### config.mk
export PLATFORM = sky130hd
export DESIGN_NAME = dwtp_ctrl
export DESIGN_NICKNAME = d
export VERILOG_FILES = /design/src/rtl/core/dwtp_pkg.sv /design/src/rtl/core/dwtp_ctrl.sv
export SDC_FILE = /design/constraint.sdc
export NUM_CORES = 1
export LEC_CHECK = 0
export ABC_AREA = 1
export BUFFER_PORTS_ARGS = -buffer_cell sky130_fd_sc_hd__buf_2
export CORE_MARGIN = 3
export CORE_UTILIZATION = 30
export CTS_BUF_LIST = sky130_fd_sc_hd__clkbuf_8 sky130_fd_sc_hd__clkbuf_16
export CTS_CLUSTER_SIZE = 12
export DETAILED_ROUTE_END_ITERATION = 12
export PLACE_DENSITY = 0.65
export REMOVE_ABC_BUFFERS = 1
export SLEW_MARGIN = 10
export SYNTH_ARGS = -nofsm -noshare
export SYNTH_HDL_FRONTEND = slang
export SYNTH_SLANG_ARGS = --single-unit
### constraint.sdc
create_clock -name clk -period 3.19 [get_ports clk]
set_input_delay 0.638 -clock clk [delete_from_list [all_inputs] [get_ports clk]]
set_output_delay 0.638 -clock clk [all_outputs]
set_load 0.01 [all_outputs]
### src/rtl/core/dwtp_pkg.sv
`timescale 1ns / 1ps
// ----------------------------------------------------------------------------
// Drawn waveform table player package
// Shared widths, operation codes, register indexes, controller states and the
// command and status groups between the controller and the datapath.
// ----------------------------------------------------------------------------
package dwtp_pkg;

  localparam int MAX_SAMPLES = 1024;
  localparam int AW          = $clog2(MAX_SAMPLES);

  localparam int OP_W   = 3;
  localparam int POS_W  = 12;
  localparam int LVL_W  = 10;
  localparam int VW_W   = 11;
  localparam int VH_W   = 12;
  localparam int NW     = ((AW + 1) > VW_W) ? (AW + 1) : VW_W;

  localparam int DIV_NW = VH_W + LVL_W;
  localparam int DIV_DW = VH_W;
  localparam int DIV_CW = $clog2(DIV_NW + 1);

  localparam int PADDR_W = 4;
  localparam int PDATA_W = 32;

  localparam logic [LVL_W-1:0] MID_LEVEL       = 10'd512;
  localparam logic [VW_W-1:0]  VIEW_WIDTH_RST  = 11'd1024;
  localparam logic [VH_W-1:0]  VIEW_HEIGHT_RST = 12'd600;

  localparam logic [1:0] REG_VIEW_WIDTH  = 2'd0;
  localparam logic [1:0] REG_VIEW_HEIGHT = 2'd1;
  localparam logic [1:0] REG_LOOP_ENABLE = 2'd2;

  typedef enum logic [OP_W-1:0] {
    OP_PEN_DOWN   = 3'd0,
    OP_PEN_MOVE   = 3'd1,
    OP_PEN_UP     = 3'd2,
    OP_TICK       = 3'd3,
    OP_PLAY_START = 3'd4,
    OP_PLAY_STOP  = 3'd5,
    OP_CLEAR      = 3'd6
  } op_t;

  typedef enum logic [3:0] {
    S_CLEAR,
    S_IDLE,
    S_TICK,
    S_PEN_ADDR,
    S_PEN_READ,
    S_LEVEL,
    S_SLOPE_GO,
    S_SLOPE,
    S_RAMP
  } state_t;

  typedef struct packed {
    logic latch_item;
    logic lv_clr;
    logic play_start;
    logic play_stop;
    logic tick_rd;
    logic tick_emit;
    logic sweep_wr;
    logic pen_addr;
    logic s0_ld;
    logic div_start;
    logic div_sel_slope;
    logic lvl_ld;
    logic slope_ld;
    logic point_wr;
    logic ramp_wr;
    logic pen_done;
  } dp_cmd_t;

  typedef struct packed {
    logic playing;
    logic div_done;
    logic sweep_last;
    logic dzero;
    logic ramp_last;
  } dp_stat_t;

endpackage

### src/rtl/core/dwtp_ctrl.sv
`timescale 1ns / 1ps
// ----------------------------------------------------------------------------
// Drawn waveform table player controller
// Sequences store clearing, playback reads and pen strokes over the datapath.
// ----------------------------------------------------------------------------
module dwtp_ctrl (
  input  logic                        clk,
  input  logic                        rst_n,
  input  logic                        start,
  input  logic [dwtp_pkg::OP_W-1:0]   operation,
  input  dwtp_pkg::dp_stat_t          stat,
  output dwtp_pkg::dp_cmd_t           cmd,
  output logic                        busy
);

  dwtp_pkg::state_t state_r;
  dwtp_pkg::state_t state_nxt;

  always_ff @(posedge clk) begin
    if (!rst_n) begin
      state_r <= dwtp_pkg::S_CLEAR;
    end else begin
      state_r <= state_nxt;
    end
  end

  assign busy = state_r != dwtp_pkg::S_IDLE;

  always_comb begin
    state_nxt = state_r;
    cmd       = '0;
    case (state_r)
      dwtp_pkg::S_CLEAR: begin
        cmd.sweep_wr = 1'b1;
        if (stat.sweep_last) begin
          state_nxt = dwtp_pkg::S_IDLE;
        end
      end
      dwtp_pkg::S_IDLE: begin
        if (start) begin
          cmd.latch_item = 1'b1;
          case (dwtp_pkg::op_t'(operation))
            dwtp_pkg::OP_PEN_DOWN: begin
              cmd.lv_clr = 1'b1;
              state_nxt  = dwtp_pkg::S_PEN_ADDR;
            end
            dwtp_pkg::OP_PEN_MOVE: state_nxt = dwtp_pkg::S_PEN_ADDR;
            dwtp_pkg::OP_PEN_UP:   cmd.lv_clr = 1'b1;
            dwtp_pkg::OP_TICK: begin
              if (stat.playing) begin
                cmd.tick_rd = 1'b1;
                state_nxt   = dwtp_pkg::S_TICK;
              end
            end
            dwtp_pkg::OP_PLAY_START: cmd.play_start = 1'b1;
            dwtp_pkg::OP_PLAY_STOP:  cmd.play_stop = 1'b1;
            dwtp_pkg::OP_CLEAR: begin
              cmd.lv_clr = 1'b1;
              state_nxt  = dwtp_pkg::S_CLEAR;
            end
            default: ;
          endcase
        end
      end
      dwtp_pkg::S_TICK: begin
        cmd.tick_emit = 1'b1;
        state_nxt     = dwtp_pkg::S_IDLE;
      end
      dwtp_pkg::S_PEN_ADDR: begin
        cmd.pen_addr  = 1'b1;
        cmd.div_start = 1'b1;
        state_nxt     = dwtp_pkg::S_PEN_READ;
      end
      dwtp_pkg::S_PEN_READ: begin
        cmd.s0_ld = 1'b1;
        state_nxt = dwtp_pkg::S_LEVEL;
      end
      dwtp_pkg::S_LEVEL: begin
        if (stat.div_done) begin
          cmd.lvl_ld = 1'b1;
          state_nxt  = dwtp_pkg::S_SLOPE_GO;
        end
      end
      dwtp_pkg::S_SLOPE_GO: begin
        if (stat.dzero) begin
          cmd.point_wr = 1'b1;
          cmd.pen_done = 1'b1;
          state_nxt    = dwtp_pkg::S_IDLE;
        end else begin
          cmd.div_start     = 1'b1;
          cmd.div_sel_slope = 1'b1;
          state_nxt         = dwtp_pkg::S_SLOPE;
        end
      end
      dwtp_pkg::S_SLOPE: begin
        if (stat.div_done) begin
          cmd.slope_ld = 1'b1;
          state_nxt    = dwtp_pkg::S_RAMP;
        end
      end
      dwtp_pkg::S_RAMP: begin
        cmd.ramp_wr = 1'b1;
        if (stat.ramp_last) begin
          cmd.pen_done = 1'b1;
          state_nxt    = dwtp_pkg::S_IDLE;
        end
      end
      default: state_nxt = dwtp_pkg::S_IDLE;
    endcase
  end

endmodule

==> summary.md <==
| Metric | Value |
|---|---|
| DRT iter0 DRCs | 7 |
| Minimum clock period | 2150 ps |
| Synth cell types | 15 |
| Layout cells sized above 1 | 40.9% |
| Worst slew pin tran | 357 ps |
| Sequential area share after synthesis | 14.8% |
| Clock slew at reported path FFs | 30 ps |
| First-pass GRT wire length | 2470 um |
| Area grow syn2layout | 36.9% |
| CTS tree | done |
| WL final | 1370 um |
| Sw frac | 49.1% |
| Chip width | 48.4 um |
| Inserted Diodes | 0 |
| Synthesized area | 539 um2 |
| Post-cts gate resize count | 0 |
| Instance count of the mapped netlist | 98 |
| Root buf cell | clkbuf_8 |
| HPWL Detailed | 1180 um |
| Setup TNS | 0 ps |
| Clock buffer depth | 2 |
| P_leak | 0.472 nW |
| Setup crit start | state_r[0]$_SDFFE_PN0P_ |
| Routed Antenna Nets | 0 |
| Post-CTS Setup Inserts | 0 |
| Top Registers | state_r (4) |
| FF+latch area | 80.1 um2 |
| Largest net degree at the start of global routing | 10 |
| Final nets | 140 |
| RSZ-0062 raised after global routing | no |
| Grt ovf | 0 |
| Crit start category | flop |
| Die Ht | 48.4 um |
| Final Util | 46.3% |
| Starting Density | 33.8% |
| Vias in the first global route | 592 |
| Critical path endpoint | cmd[12] |
| GP Congestion | 0.828 |
| Gr usage total | 13.3% |
| Reg2reg path depth | 8 |
| Routed wire per std cell | 9.06 um |
| Final Skew | 3.19 ps |
| TritonRoute pass-1 iters | 4 |
| Number of I/O port buffers | 27 |
| Clock latency on the worst-skew pair | 220 ps |
| Via density | 4.38 |
| DRC viols | 0 |
| Antenna violations before repair | 0 |
| Maxcap violations | 0 |
| Seq pwr share | 19.2% |
| Reg2Reg Setup Slack | 1900 ps |
| CTS sink cnt | 4 |
| Worst vdd ir | 279 uV |
| Most flop-heavy register | state_r |
| Core area | 1590 um2 |
| Worst R2R End | state_r[1]$_SDFFE_PN0P_ |
| Via count | 662 |
| Critical Path RT | 2550 ps |
| Ys Warns | 0 |
| Fmax achieved | 0.464 GHz |
| Crit Path Class | reg2out |
| I/O pin count | 28 |
| HP Class | reg2reg |
| Post-Syn Area per Cell | 5.50 um2 |
| Sw power | 0.000257 W |
| Max Slew Vio Count | 0 |
| Final Hold Fails | 0 |
| Status | complete, no violations |
| Max FFs per register | 4 |
| Count of final setup violators | 0 |
| Power Density | 710 nW/um2 |
| Hold_buf cts | 0 |
| Share of the clock period used by the worst path | 67.5% |
| Num CTS Buffers | 3 |
| Arrival @ worst endpoint | 1510 ps |
| Die area | 2340 um2 |
| Clock H-tree levels | 1 |
| Clk pwr share | 20.5% |
| Rel. slew slack | 76.2% |
| Comb pwr share | 60.2% |
| CP max FO | 9 |
| Footprint of the multi-input gates | 365 um2 |
| RR Startpoint | state_r[0]$_SDFFE_PN0P_ |
| # fillers | 186 |
| Cell Rows | 14 |
| Pint | 0.000267 W |
| Crit end category | primary output |
| Seq cells post-synth | 4 |
==> worst max-delay path: stages, from the launching register on <==
cell     delay, ps
dfxtp_1        520
inv_2          100
nor2_4         120
nand2_2         80
nor2_2         100
inv_1           80
nor3_1         140
buf_2          160
==> stage by stage <==
step | cells | power (W) | worst slack [ps] | hold WS (ps) | instance area (um2)
final | 151 | 0.000524 | 1040 | 623 | 738
after floorplan | 97 | 0.000338 | 1270 | 582 | 532
after global routing | 151 | 0.000588 | 866 | 674 | 738
after global placement | 148 | 0.000418 | 1270 | 615 | 697
after CTS | 151 | 0.000534 | 1020 | 627 | 738
after detailed placement | 148 | 0.000421 | 1210 | 620 | 697
==> metal layers <==
metal  GRT usage (%)  vias up  share of wire [%]
met5               0        -                  0
met4            11.4        0                3.2
met3            1.53        4                4.8
met2            20.4       18                 45
met1            16.6      284                 47
li1                -      356                  -
==> how the worst min path moves through the flow <==
| stage | startpoint | end | slack (ps) | cells after the start |
|---|---|---|---|---|
| 2_1_floorplan | state_r[1]$_SDFFE_PN0P_ | state_r[1]$_SDFFE_PN0P_ | 580 | 2 |
| 3_3_place_gp | state_r[0]$_SDFFE_PN0P_ | state_r[0]$_SDFFE_PN0P_ | 620 | 2 |
| 3_5_place_dp | state_r[1]$_SDFFE_PN0P_ | state_r[1]$_SDFFE_PN0P_ | 620 | 2 |
| 4_1_cts | state_r[0]$_SDFFE_PN0P_ | state_r[0]$_SDFFE_PN0P_ | 630 | 2 |
| 5_1_grt | state_r[1]$_SDFFE_PN0P_ | state_r[1]$_SDFFE_PN0P_ | 670 | 2 |
| 6_report | state_r[1]$_SDFFE_PN0P_ | state_r[1]$_SDFFE_PN0P_ | 620 | 2 |
==> cell type report <==
type / instances / share of cell area (%)
Multi-Input combinational cell: 70 / 49.5
Timing Repair Buffer: 27 / 18.3
Inverter: 23 / 11.7
Sequential cell: 4 / 10.8
Clock buffer: 3 / 5.59
Tap cell: 24 / 4.07
==> power groups by stage <==
stage	Sequential, W	Clock (W)	Combinational [W]
after floorplan	0.0000950	0	0.000243
after global placement	0.000100	0	0.000317
after detailed placement	0.000101	0	0.000320
after CTS	0.000101	0.000112	0.000321
after global routing	0.000104	0.000116	0.000368
final	0.000101	0.000108	0.000316
==> placed cells by master, fill, tap and decap left out, drive strengths merged <==
cell type,Yosys,layout
buf,1,27
nor2,24,24
inv,23,23
nand2,22,22
nand3,14,14
nor3,6,6
dfxtp,4,4
clkbuf,0,3
a21oi,2,2
o22ai,1,1
nand3b,1,1
==> cell usage after synthesis <==
cell / instances / share of area, %
inv_2: 5 / 3.5
nand2_1: 20 / 14
nand2_2: 2 / 2.3
nand3b_2: 1 / 2.1
dfxtp_1: 4 / 15
nor3_1: 6 / 5.6
nand3_2: 4 / 7.4
inv_1: 18 / 13
nor2_4: 3 / 6.3
nor2_2: 7 / 8.1
buf_4: 1 / 1.4
nor2_1: 14 / 9.7
nand3_1: 10 / 9.3
a21oi_1: 2 / 1.9
o22ai_1: 1 / 1.2
==> cells by family after synthesis <==
group           Yosys count  synth area share, %
simple gates             67                 64.7
buf+inv                  24                 17.4
flops                     4                 14.8
compound gates            3                 3.02
Note: power is estimated with default switching activity, not from simulation.
